### src/design/lfcc_pkg.sv
`default_nettype none
// ---------------------------------------------------------------------------
// lfcc_pkg: shared types and constants of the LED frame command controller
// Command codes, status codes, store geometry and sequencer states.
// ---------------------------------------------------------------------------
package lfcc_pkg;

  localparam int unsigned LedCount   = 88;
  localparam int unsigned ChunkLeds  = 9;
  localparam int unsigned BatchLimit = 9;
  localparam int unsigned ChunkTotal = (LedCount + ChunkLeds - 1) / ChunkLeds;
  localparam int unsigned AddrW      = $clog2(LedCount);
  localparam int unsigned ColorW     = 24;
  localparam int unsigned TickW      = 18;
  localparam logic [TickW-1:0] TickMax = '1;
  localparam logic [15:0] ChunksFull =
      (ChunkTotal >= 16) ? 16'hFFFF : 16'((32'd1 << ChunkTotal) - 32'd1);

  localparam logic [7:0]  DefTimeoutRst = 8'd30;
  localparam logic [7:0]  MaxTimeoutRst = 8'd255;
  localparam logic [15:0] TicksRst      = 16'd1000;
  localparam logic [7:0]  VersionRst    = 8'd1;

  typedef enum logic [3:0] {
    CMD_ENABLE  = 4'd0,
    CMD_DISABLE = 4'd1,
    CMD_ALL     = 4'd2,
    CMD_ONE     = 4'd3,
    CMD_BATCH   = 4'd4,
    CMD_FRAME   = 4'd5,
    CMD_HEART   = 4'd6,
    CMD_PING    = 4'd7,
    CMD_READ    = 4'd8,
    CMD_TICK    = 4'd9
  } cmd_e;

  typedef enum logic [1:0] {
    ST_ACK  = 2'd0,
    ST_NACK = 2'd1,
    ST_PONG = 2'd2,
    ST_DATA = 2'd3
  } status_e;

  typedef enum logic [1:0] {
    REG_DEF_TIMEOUT = 2'd0,
    REG_MAX_TIMEOUT = 2'd1,
    REG_TICKS       = 2'd2,
    REG_VERSION     = 2'd3
  } reg_e;

  typedef enum logic [2:0] {
    S_IDLE,
    S_DECODE,
    S_WRITE,
    S_COPY_RD,
    S_COPY_WR,
    S_READ,
    S_TICK,
    S_DONE
  } state_e;

  // What the sequencer asks of the store walker for one step
  typedef struct packed {
    logic              stg_we;
    logic              live_we;
    logic [AddrW-1:0]  stg_addr;
    logic [AddrW-1:0]  live_addr;
    logic [AddrW-1:0]  stg_raddr;
    logic [ColorW-1:0] stg_wdata;
    logic              live_from_stg;
  } store_ctrl_t;

endpackage
`default_nettype wire

### src/design/lfcc_ram.sv
`default_nettype none
// ---------------------------------------------------------------------------
// lfcc_ram: generic single-port-write, single-port-read RAM
// One write and one registered read per cycle.
// ---------------------------------------------------------------------------
module lfcc_ram #(
  parameter int unsigned Width = 24,
  parameter int unsigned Depth = 88
) (
  input  wire                     clk_i,
  input  wire                     we_i,
  input  wire [$clog2(Depth)-1:0] waddr_i,
  input  wire [Width-1:0]         wdata_i,
  input  wire [$clog2(Depth)-1:0] raddr_i,
  output logic [Width-1:0]        rdata_o
);
  logic [Width-1:0] mem_q [Depth];

  always_ff @(posedge clk_i) begin
    if (we_i) begin
      mem_q[waddr_i] <= wdata_i;
    end
    rdata_o <= mem_q[raddr_i];
  end
endmodule
`default_nettype wire

### src/design/lfcc_stores.sv
`default_nettype none
// ---------------------------------------------------------------------------
// lfcc_stores: staging and live color stores
// Live writes take either staging read data (copy) or the given color.
// ---------------------------------------------------------------------------
module lfcc_stores (
  input  wire                          clk_i,
  input  wire lfcc_pkg::store_ctrl_t   ctrl_i,
  input  wire [lfcc_pkg::AddrW-1:0]    live_raddr_i,
  output logic [lfcc_pkg::ColorW-1:0]  live_rdata_o
);
  import lfcc_pkg::*;

  logic [ColorW-1:0] stg_rdata;
  logic [ColorW-1:0] live_wdata;

  assign live_wdata = ctrl_i.live_from_stg ? stg_rdata : ctrl_i.stg_wdata;

  lfcc_ram #(.Width(ColorW), .Depth(LedCount)) u_stg (
    .clk_i   (clk_i),
    .we_i    (ctrl_i.stg_we),
    .waddr_i (ctrl_i.stg_addr),
    .wdata_i (ctrl_i.stg_wdata),
    .raddr_i (ctrl_i.stg_raddr),
    .rdata_o (stg_rdata)
  );

  lfcc_ram #(.Width(ColorW), .Depth(LedCount)) u_live (
    .clk_i   (clk_i),
    .we_i    (ctrl_i.live_we),
    .waddr_i (ctrl_i.live_addr),
    .wdata_i (live_wdata),
    .raddr_i (live_raddr_i),
    .rdata_o (live_rdata_o)
  );
endmodule
`default_nettype wire

### src/design/led_frame_command_controller_unit.sv
`default_nettype none
// ---------------------------------------------------------------------------
// led_frame_command_controller_unit: host command engine for an LED store
// Sequencer walking a staging and a live store through an address counter and a color counter.
// ---------------------------------------------------------------------------
// Channel | Dir | Handshake          | Payload
// s_axis  | in  | tvalid/tready      | tdata: command, param_a, param_b, color_0..8
// m_axis  | out | tvalid/tready      | tdata: status, version, is_active, led_total,
//         |     |                    |        read_color
// cfg     | in  | cfg_valid/cfg_ready| cfg_index, cfg_data
//
// Steps after the input transfer, up to the result: enable clears both stores
// in one pass; set all fills staging, then copies staging to live, reading and
// writing each entry in turn; set one, batch and chunk writes put their colors
// in staging, then run the copy when they publish. Tick registers the multiply,
// then compares, and gives no result.
// After reset a clearing pass zeroes both stores; no input meanwhile.
// A result holds in the output register until taken; no new item meanwhile.
// ---------------------------------------------------------------------------
module led_frame_command_controller_unit (
  input  wire          clk_i,
  input  wire          rst_ni,
  input  wire          s_axis_tvalid,
  output logic         s_axis_tready,
  // command[3:0], param_a[11:4], param_b[19:12], color_0..color_8 [235:20]
  input  wire  [239:0] s_axis_tdata,
  output logic         m_axis_tvalid,
  input  wire          m_axis_tready,
  // status[1:0], version[9:2], is_active[10], led_total[18:11], read_color[42:19]
  output logic [47:0]  m_axis_tdata,
  input  wire          cfg_valid,
  output logic         cfg_ready,
  input  wire  [1:0]   cfg_index,
  input  wire  [15:0]  cfg_data
);
  import lfcc_pkg::*;

  localparam logic [AddrW-1:0] LastAddr = AddrW'(LedCount - 1);

  state_e state_q, state_d;

  logic [3:0]        cmd_q;
  logic [7:0]        pa_q, pb_q;
  logic [ColorW-1:0] col_q [9];

  logic [7:0]  def_to_q, max_to_q, ver_q;
  logic [15:0] tps_q;

  logic             active_q;
  logic [7:0]       timeout_q;
  logic [TickW-1:0] ticks_q;
  logic [7:0]       seq_q;
  logic [15:0]      rcv_q, exp_q;
  logic [23:0]      limit_q;

  logic [AddrW-1:0] addr_q;
  logic [3:0]       cnt_q;   // colors written so far in one/batch/chunk
  logic [3:0]       wlen_q;  // colors to write
  logic [AddrW:0]   base_q;
  logic             clear_q; // walk fills staging with one color (set all) or zeroes both stores
  logic             pub_q;   // publish after write phase
  logic             ok_q;
  logic             init_q;  // clearing pass after reset, no result

  logic [1:0]        ost_q;
  logic [ColorW-1:0] ocol_q;
  logic              ovalid_q;

  store_ctrl_t       sc;
  logic [ColorW-1:0] live_rdata;
  logic [AddrW-1:0]  live_raddr;

  assign s_axis_tready = (state_q == S_IDLE) && !ovalid_q;
  assign cfg_ready     = 1'b1;
  assign m_axis_tvalid = ovalid_q;
  assign m_axis_tdata  = {5'd0, ocol_q,
                          (ost_q == ST_PONG) ? 8'(LedCount) : 8'd0,
                          active_q,
                          (ost_q == ST_PONG) ? ver_q : 8'd0,
                          ost_q};

  wire in_xfer = s_axis_tvalid && s_axis_tready;

  // configuration
  always_ff @(posedge clk_i or negedge rst_ni) begin
    if (!rst_ni) begin
      def_to_q <= DefTimeoutRst;
      max_to_q <= MaxTimeoutRst;
      tps_q    <= TicksRst;
      ver_q    <= VersionRst;
    end else if (cfg_valid) begin
      case (reg_e'(cfg_index))
        REG_DEF_TIMEOUT: def_to_q <= cfg_data[7:0];
        REG_MAX_TIMEOUT: max_to_q <= cfg_data[7:0];
        REG_TICKS:       tps_q    <= cfg_data;
        REG_VERSION:     ver_q    <= cfg_data[7:0];
        default: ;
      endcase
    end
  end

  // next state
  always_comb begin
    state_d = state_q;
    case (state_q)
      S_IDLE:   if (in_xfer) state_d = S_DECODE;
      S_DECODE: begin
        case (cmd_e'(cmd_q))
          CMD_TICK:  state_d = active_q ? S_TICK : S_IDLE;
          CMD_READ:  state_d = S_READ;
          CMD_ENABLE: state_d = S_COPY_WR;
          CMD_ALL, CMD_ONE, CMD_BATCH, CMD_FRAME:
            state_d = active_q ? S_WRITE : S_DONE;
          default:   state_d = S_DONE;
        endcase
      end
      S_WRITE: begin
        if (!ok_q) state_d = S_DONE;
        else if (clear_q ? (addr_q == LastAddr) : (cnt_q >= wlen_q))
          state_d = pub_q ? S_COPY_RD : S_DONE;
      end
      S_COPY_RD: state_d = S_COPY_WR;
      S_COPY_WR: begin
        if (addr_q == LastAddr) state_d = init_q ? S_IDLE : S_DONE;
        else if (!clear_q) state_d = S_COPY_RD;
      end
      S_READ:  state_d = S_DONE;
      S_TICK:  state_d = S_IDLE;
      S_DONE:  state_d = S_IDLE;
      default: state_d = S_IDLE;
    endcase
  end

  // store control
  always_comb begin
    sc = '0;
    sc.stg_raddr = addr_q;
    sc.stg_addr  = addr_q;
    sc.live_addr = addr_q;
    live_raddr   = pa_q[AddrW-1:0];
    case (state_q)
      S_WRITE: begin
        if (ok_q) begin
          sc.stg_we = clear_q || (cnt_q < wlen_q);
          sc.stg_wdata = clear_q ? col_q[0] : col_q[cnt_q];
          if (!clear_q) sc.stg_addr = AddrW'(base_q + (AddrW+1)'(cnt_q));
        end
      end
      S_COPY_WR: begin
        sc.live_we = 1'b1;
        sc.live_from_stg = !clear_q;
        sc.stg_we = clear_q;
        sc.stg_wdata = '0;
      end
      default: ;
    endcase
  end

  lfcc_stores u_stores (
    .clk_i        (clk_i),
    .ctrl_i       (sc),
    .live_raddr_i (live_raddr),
    .live_rdata_o (live_rdata)
  );

  logic [15:0] rcv_new;
  logic [7:0]  bsum;
  always_comb begin
    rcv_new = (seq_q != pa_q) ? 16'd0 : rcv_q;
    if (pb_q < 8'd16) rcv_new = rcv_new | (16'd1 << pb_q[3:0]);
    bsum = 8'(pa_q + pb_q);
  end

  always_ff @(posedge clk_i) begin
    if (in_xfer) begin
      cmd_q <= s_axis_tdata[3:0];
      pa_q  <= s_axis_tdata[11:4];
      pb_q  <= s_axis_tdata[19:12];
      for (int i = 0; i < 9; i++) col_q[i] <= s_axis_tdata[20 + 24*i +: 24];
    end
  end

  always_ff @(posedge clk_i or negedge rst_ni) begin
    if (!rst_ni) begin
      state_q   <= S_COPY_WR;
      active_q  <= 1'b0;
      timeout_q <= DefTimeoutRst;
      ticks_q   <= '0;
      seq_q     <= '0;
      rcv_q     <= '0;
      exp_q     <= '0;
      limit_q   <= '0;
      addr_q    <= '0;
      cnt_q     <= '0;
      wlen_q    <= '0;
      base_q    <= '0;
      clear_q   <= 1'b1;
      pub_q     <= 1'b0;
      ok_q      <= 1'b0;
      init_q    <= 1'b1;
      ost_q     <= ST_ACK;
      ocol_q    <= '0;
      ovalid_q  <= 1'b0;
    end else begin
      state_q <= state_d;
      if (ovalid_q && m_axis_tready) ovalid_q <= 1'b0;
      case (state_q)
        S_IDLE: begin
          addr_q <= '0;
          cnt_q  <= '0;
        end
        S_DECODE: begin
          ost_q   <= ST_ACK;
          ocol_q  <= '0;
          clear_q <= 1'b0;
          pub_q   <= 1'b1;
          ok_q    <= 1'b1;
          limit_q <= 24'(timeout_q) * 24'(tps_q);
          case (cmd_e'(cmd_q))
            CMD_ENABLE: begin
              active_q  <= 1'b1;
              timeout_q <= (pa_q != 8'd0 && pa_q <= max_to_q) ? pa_q : def_to_q;
              ticks_q   <= '0;
              seq_q     <= '0;
              rcv_q     <= '0;
              exp_q     <= ChunksFull;
              clear_q   <= 1'b1;
            end
            CMD_DISABLE: active_q <= 1'b0;
            CMD_PING:    ost_q <= ST_PONG;
            CMD_READ:    ost_q <= ST_DATA;
            CMD_TICK:    ;
            CMD_HEART:   begin
              if (active_q) ticks_q <= '0;
              else ost_q <= ST_NACK;
            end
            CMD_ALL: begin
              if (active_q) ticks_q <= '0; else ost_q <= ST_NACK;
              clear_q <= 1'b1;
            end
            CMD_ONE: begin
              if (active_q) ticks_q <= '0; else ost_q <= ST_NACK;
              ok_q   <= pa_q < 8'(LedCount);
              base_q <= (AddrW+1)'(pa_q);
              wlen_q <= 4'd1;
            end
            CMD_BATCH: begin
              if (active_q) ticks_q <= '0; else ost_q <= ST_NACK;
              ok_q   <= pb_q <= 8'(BatchLimit) && {1'b0, bsum} <= 9'(LedCount)
                        && pa_q <= 8'(LedCount);
              base_q <= (AddrW+1)'(pa_q);
              wlen_q <= pb_q[3:0];
            end
            CMD_FRAME: begin
              if (active_q) begin
                ticks_q <= '0;
                seq_q   <= pa_q;
                if (pb_q < 8'(ChunkTotal)) begin
                  base_q <= (AddrW+1)'(pb_q * ChunkLeds);
                  wlen_q <= (pb_q * ChunkLeds + ChunkLeds > LedCount)
                            ? 4'(LedCount - pb_q * ChunkLeds) : 4'(ChunkLeds);
                  if (rcv_new == exp_q) rcv_q <= '0;
                  else begin
                    rcv_q <= rcv_new;
                    pub_q <= 1'b0;
                  end
                end else begin
                  // new sequence still restarts the mask, no chunk bit
                  if (seq_q != pa_q) rcv_q <= '0;
                  ok_q  <= 1'b0;
                end
              end else ost_q <= ST_NACK;
            end
            default: ost_q <= ST_NACK;
          endcase
        end
        S_WRITE: begin
          if (!ok_q) ost_q <= ST_NACK;
          else if (clear_q) begin
            addr_q <= (addr_q == LastAddr) ? '0 : addr_q + 1'b1;
          end else if (cnt_q < wlen_q) cnt_q <= cnt_q + 1'b1;
          if (state_d == S_COPY_RD) clear_q <= 1'b0;
        end
        S_COPY_WR: begin
          if (addr_q != LastAddr) addr_q <= addr_q + 1'b1;
          else init_q <= 1'b0;
        end
        S_READ:  ocol_q <= (pa_q < 8'(LedCount)) ? live_rdata : '0;
        S_TICK: begin
          if ({6'd0, (ticks_q < TickMax) ? ticks_q + 1'b1 : ticks_q} > limit_q)
            active_q <= 1'b0;
          if (ticks_q < TickMax) ticks_q <= ticks_q + 1'b1;
        end
        S_DONE:  ovalid_q <= 1'b1;
        default: ;
      endcase
    end
  end

`ifndef SYNTHESIS
  a_no_accept_busy: assert property (@(posedge clk_i) disable iff (!rst_ni)
    in_xfer |-> (state_q == S_IDLE && !ovalid_q))
    else $error("item accepted while busy");
  a_result_holds: assert property (@(posedge clk_i) disable iff (!rst_ni)
    (ovalid_q && !m_axis_tready) |=> (ovalid_q && $stable(ost_q)))
    else $error("result dropped before transfer");
  a_enable_active: assert property (@(posedge clk_i) disable iff (!rst_ni)
    (state_q == S_DECODE && cmd_q == CMD_ENABLE) |=> active_q)
    else $error("enable did not activate");
`endif
endmodule
`default_nettype wire

### config.mk
export PLATFORM = sky130hd
export DESIGN_NAME = led_frame_command_controller_unit
export DESIGN_NICKNAME = d
export VERILOG_FILES = /design/src/design/lfcc_pkg.sv /design/src/design/lfcc_ram.sv /design/src/design/lfcc_stores.sv /design/src/design/led_frame_command_controller_unit.sv
export SDC_FILE = /design/constraint.sdc
export NUM_CORES = 2
export LEC_CHECK = 0
export BUFFER_PORTS_ARGS = -buffer_cell sky130_fd_sc_hd__buf_2
export CELL_PAD_IN_SITES_DETAIL_PLACEMENT = 1
export CELL_PAD_IN_SITES_GLOBAL_PLACEMENT = 2
export CORE_ASPECT_RATIO = 1.1
export CORE_MARGIN = 2
export CORE_UTILIZATION = 36
export CTS_CLUSTER_DIAMETER = 80
export DETAILED_ROUTE_END_ITERATION = 16
export GPL_ROUTABILITY_DRIVEN = 0
export PLACE_DENSITY_LB_ADDON = 0.1
export SETUP_SLACK_MARGIN = 0.5
export SLEW_MARGIN = 20
export SYNTH_ARGS = -nofsm -noshare
export SYNTH_HDL_FRONTEND = slang
export SYNTH_MEMORY_MAX_BITS = 65536
export SYNTH_SLANG_ARGS = --single-unit
### constraint.sdc
create_clock -name clk_i -period 9.2 [get_ports clk_i]
set_clock_uncertainty 0.15 [all_clocks]
set_input_delay 0.92 -clock clk_i [delete_from_list [all_inputs] [get_ports clk_i]]
set_output_delay 0.92 -clock clk_i [all_outputs]
set_load 0.05 [all_outputs]
## Yosys cells after proc, flatten, opt, wreduce, memory -nomap -nowiden

Memory sizes are Yosys's and may differ from the RTL's. A register that Yosys moved wholly into a read port is not among the register bits.
Cells that the tools add are included.

| storage, ports and cells | value |
|---|---|
| register bits after elaboration | 192 |
| bits in writable memories | 4,440 |
| input port bits | 263 |
| output and inout bits | 51 |
| logic and storage cells | 215 |
| memories kept | 3 |

| cells by class | value |
|---|---|
| add/sub/neg operators | 7 |
| $mul | 2 |
| $lt $le $gt $ge | 12 |
| equality and inequality tests | 38 |
| shift-type cells | 1 |
| muxes and demuxes | 81 |
| bitwise logic cells | 2 |
| reduce and logical (&&, ||, !) cells | 43 |

Memory list:

| memory | words | width | read ports | clocked after Yosys merged registers in | wr ports | line | source |
|---|---|---|---|---|---|---|---|
| u_stores.u_live.mem_q | 88 | 24 | 1 | 1 | 1 | lfcc_ram.sv:17 | `logic [Width-1:0] mem_q [Depth];` |
| u_stores.u_stg.mem_q | 88 | 24 | 1 | 1 | 1 | lfcc_ram.sv:17 |  |
| col_q | 9 | 24 | 2 | 0 | 9 | led_frame_command_controller_unit.sv:44 | `logic [ColorW-1:0] col_q [9];` |

Operator list:

| kind | count |
|---|---|
| $mux W24 | 5 |
| $mux W16 | 5 |
| $pmux W18 S2 | 2 |
| $mux W7 | 10 |
| $pmux W24 S2 | 1 |
| $mux W18 | 2 |
| $pmux W16 S2 | 1 |
| $mux W3 | 9 |
| $gt A18 B24 Y1 | 1 |
| $mul A8 B16 Y24 | 1 |
| $mux W4 | 6 |
| $mux W8 | 3 |
| $mux W1 | 22 |
| $pmux W3 S7 | 1 |
| $pmux W7 S3 | 1 |
| $ne A2 B2 Y1 const B | 10 |
| $add A18 B1 Y18 const B | 1 |
| $lt A18 B18 Y1 const B | 1 |
| $eq A16 B10 Y1 | 1 |
| $eq A4 B3 Y1 const B | 4 |
| $le A8 B7 Y1 const B | 2 |
| $or A16 B16 Y16 | 1 |
| $pmux W8 S2 | 1 |
| $reduce_and A2 Y1 | 8 |
| other kinds (55) | 87 |

## Depth between registers and ports, before layout

| depth | value |
|---|---|
| word-level depth | 9 |
| mapped depth | 19 |
| mapped depth without buffers | 18 |

## Modules after synthesis

Synthesis repeated with hierarchy kept, for this count alone.

| second synthesis, totals | value |
|---|---|
| cells, all modules | 9,665 |
| area, all modules | 187,149.5 sq um |

Modules (own cells, without submodules):

| module | instances | cells an instance | area each (sq um) | sequential area each (sq um) |
|---|---|---|---|---|
| lfcc_ram (u_stores.u_stg) | 1 | 3,816 | 81,773.4 | 63,901.3 |
| lfcc_ram (u_stores.u_live) | 1 | 3,816 | 81,770.9 | 63,901.3 |
| led_frame_command_controller_unit | 1 | 2,006 | 23,208.5 | 11,423.5 |
| lfcc_stores | 1 | 27 | 396.6 | 0.0 |

## Worst setup path before layout

No wires, ideal clock.

| path | value |
|---|---|
| path type | input-to-reg |
| start point | input port s_axis_tvalid |
| end point | register cmd_q[0] (enable) |
| library setup time | 0.629 ns |
| arrival time | 6.367 ns |
| required time | 8.421 ns |
| slack | 2.054 ns |
| stages on the path | 1 |
| cells stage by stage | and3_1 |

| between the ends | value |
|---|---|
| longest elaborated chain between the ends | 1 |

Ends and longest elaborated chain:

| item | line | source |
|---|---|---|
| start, declared | led_frame_command_controller_unit.sv:23 | `input wire s_axis_tvalid,` |
| $logic_and A1 B1 Y1 | led_frame_command_controller_unit.sv:82 | `wire in_xfer = s_axis_tvalid && s_axis_tready;` |
| end signal, assigned | led_frame_command_controller_unit.sv:176 | `cmd_q <= s_axis_tdata[3:0];` |
| end, declared | led_frame_command_controller_unit.sv:42 | `logic [3:0] cmd_q;` |

Every way passes these cells.
A chain may end at the register's enable or synchronous reset.

## Worst setup path in the final report

| path | value |
|---|---|
| start point | register timeout_q[5] |
| end point | register limit_q[16] |

| between the ends | value |
|---|---|
| longest elaborated chain between the ends | 1 |

Ends and longest elaborated chain:

| item | line | source |
|---|---|---|
| start, declared | led_frame_command_controller_unit.sv:50 | `logic [7:0] timeout_q;` |
| start signal, assigned | led_frame_command_controller_unit.sv:187 | `timeout_q <= DefTimeoutRst;` |
| start signal, assigned | led_frame_command_controller_unit.sv:222 | `timeout_q <= (pa_q != 8'd0 && pa_q <= max_to_q) ? pa_q : def_to_q;` |
| $mul A8 B16 Y24 | led_frame_command_controller_unit.sv:218 | `limit_q <= 24'(timeout_q) * 24'(tps_q);` |
| end signal, assigned | led_frame_command_controller_unit.sv:218 |  |
| end, declared | led_frame_command_controller_unit.sv:54 | `logic [23:0] limit_q;` |

Every way passes these cells.

==> results.yml <==
cts:
  clk_pin_slew_ns: 0.06
  cts_tree: "yes"
  insertion_delay_ns: 1.08
  cts_resized: 0
  cts-root-buf: "clkbuf_16"
  cts_setup_buffers: 0
  cts_hold_buf: 254
  clock-sinks: 4680
  h-tree-depth: 6
  clockBufferDepth: 4
  numCtsBuffers: 521
setup_path:
  critPathMostFrequentCell: "fa_1"
  required_ns: 9.96
  crit_cells: 16
  slowest_stage: "dfrtp_1"
  critPathMaxStageDelay_ns: 0.83
  crit_path_start_kind: "flop"
  crit_path_end_kind: "flop"
  crit_arrival_ns: 6.20
  worstRegToRegCells: 16
  crit_path_cell_trace: "nand2_1 > fa_1 > fa_1 > inv_1 > fa_1 > inv_1 > fa_1 > inv_1 > ha_1 > a2111oi_0 > o21a_1 > o21ai_0 > a21o_1 > a21oi_1 > xor2_1 > o21ai_0"
  path_buf_inv: 3
  crit_fanout: 17
  cp_top_family: "adder cells"
  crit_type: "reg -> reg"
layout:
  area_growth_pct: 17.2
  final_cell_mix: "4460 x edfxtp_1, 633 x mux4_2, 544 x clkbuf_16"
  seqCellArea_um2: 139000
  drive_gt1_share_pct: 22.3
  final_cells: 17900
  nFillCells: 47900
  nNetsFinal: 11100
  multi_input_area_um2: 42000
  layout_commonest_cell: "edfxtp_1"
global_routing:
  grt_pass1_vias: 107000
  grt_max_degree: 171
  track_usage_pct: 22.9
  grt_overflow: 0
  grt_pass1_wl_um: 838000
  antenna_found_initial: 34
sta:
  hold_violations: 0
  max_freq_mhz: 184
  slew_violations: 0
  tns_ns: 0
  fin_crit_sh_pct: 59.1
  grt_setup_unrepaired: "false"
  setup_viol: 0
  worstMarginPinSlew_ns: 1.19
  fin_crit_ns: 5.44
  slew_headroom_pct: 20.2
synth:
  dominantRegCellSynth: "edfxtp_1"
  async_flop_share_pct: 3.68
  synth.distinct_cells: 86
  synth-seq-cells: 4680
  synth_edf_count: 4460
  yosysSeqAreaShare_pct: 76.0
  yosysWarnings: 0
  netlist_area_um2: 183000
  synthAdderAreaFrac_pct: 1.68
  synth_top_family_by_area: "multiplexers"
  synth.avg_cell_area_um2: 18.7
  synthMuxAreaShare_pct: 10.1
  synth-simple-area-share_pct: 3.10
  synth_compound_area_share_pct: 7.05
  synthCells: 9769
  synth_xor_area_share_pct: 0.301
route:
  num_vias: 99800
  drc: 0
  drt-initial-drc-count: 8704
  drt_pass1_iterations: 6
  finalWirelength_um: 599000
  wl_per_cell_um: 33.6
  viasPerCell: 5.59
  drtAntennaViolNets: 0
floorplanning:
  rows: 274
  die-area_um2: 514000
  initial_utilization_pct: 36.2
  die_y_um: 752
  io_pins: 314
  die-width_um: 684
  core-area_um2: 506000
power_and_ir_drop:
  total_power_w: 0.0602
  powerDensity_nw_per_um2: 280
  ir_worst_vdd_mv: 0.209
  power.leakage_nw: 70.1
run:
  cap_violations: 0
placement:
  dp.cells: 16600
  io_buffers: 298
  dp_hpwl_um: 346000
min_path:
  hold_class: "in -> async"
outcome:
  status: "finished, final reports clean"
## power breakdown
part	leakage [nW]	switching [W]	internal [W]	total, W
clock	7.92	0.00852	0.0117	0.0202
sequential	43.7	0.000561	0.0259	0.0265
combinational	18.5	0.00952	0.00395	0.0135
## registers in the layout, indices dropped and copies added, names as in the netlist, 16 cells and up
register,flops
u_stores.u_live.rdata_o,24
limit_q,24
ticks_q,18
ocol_q,24
u_stores.u_stg.mem_q,2112
u_stores.u_stg.rdata_o,24
rcv_q,16
u_stores.u_live.mem_q,2112
col_q,216
tps_q,16
## cells by family after synthesis
| kind of cell | after synthesis |
|---|---|
| other | 2 |
| buffers and inverters | 754 |
| xor gates and xnor gates | 63 |
| and+or+nand+nor | 1218 |
| DFF | 4680 |
| muxes | 1034 |
| AOI/OAI and AO/OA | 1825 |
| adders and majority gates | 193 |
## synthesized netlist by cell type, types with 89 or more instances
master | instances | area (um^2)
buf_2 | 171 | 856
a22o_1 | 155 | 1360
inv_1 | 144 | 541
nand4_1 | 142 | 888
ha_1 | 106 | 1330
o21ai_0 | 233 | 1170
a21oi_1 | 301 | 1510
a221oi_1 | 183 | 1600
mux4_2 | 633 | 14300
mux2_2 | 112 | 1260
edfxtp_1 | 4460 | 134000
a22oi_1 | 535 | 4020
dfrtp_1 | 146 | 3650
and2_1 | 89 | 557
mux2i_1 | 289 | 2890
nand2_1 | 328 | 1230
clkbuf_1 | 273 | 1020
nor2_1 | 435 | 1630
buf_1 | 106 | 398
## per-layer routing
layer | track usage [%] | part of all wire, % | vias up
met3 | 2.59 | 4.3 | 805
met5 | 0 | 0.0052 | -
li1 | - | - | 41900
met1 | 29.3 | 41 | 54300
met2 | 40.8 | 51 | 2744
met4 | 7.32 | 3.3 | 6
## stage by stage
stage | hold slack (ns) | util, % | instance area [um^2] | setup WS, ns
final | 0.288 | 42.4 | 215000 | 3.76
after global routing | 0.304 | 42.4 | 215000 | 3.36
after CTS | 0.228 | 42.3 | 214000 | 3.64
after detailed placement | 0.288 | 38.6 | 195000 | 3.68
after global placement | 0.283 | 38.5 | 195000 | 3.55
after floorplan | 0.277 | - | 183000 | 2.05
## final timing paths
| kind | from | endpoint | slack, ns |
|---|---|---|---|
| min in group clk_i | u_stores.u_live.rdata_o[21]$_DFF_P_ | ocol_q[21]$_DFFE_PN0P_ | 0.30 |
| worst max register to register | timeout_q[5]$_DFFE_PN0P_ | limit_q[16]$_DFFE_PN0P_ | 3.76 |
| max in group asynchronous | rst_ni | ocol_q[10]$_DFFE_PN0P_ | 6.61 |
| worst max-delay path | timeout_q[5]$_DFFE_PN0P_ | limit_q[16]$_DFFE_PN0P_ | 3.76 |
| worst min-delay path | rst_ni | m_axis_tvalid$_DFFE_PN0P_ | 0.29 |
| worst min register to register | u_stores.u_live.rdata_o[21]$_DFF_P_ | ocol_q[21]$_DFFE_PN0P_ | 0.30 |
## layout make-up
class                   instances  share of cell area [%]
well taps                    6762                    3.94
multi-input cells            4344                    19.6
clock inverters               233                   0.937
inverters                     148                   0.259
repair buffers                980                    3.78
diodes                         23                  0.0268
clock buffers                 689                    6.63
flip-flops and latches       4680                    64.9
(Power assumes the default switching activity.)
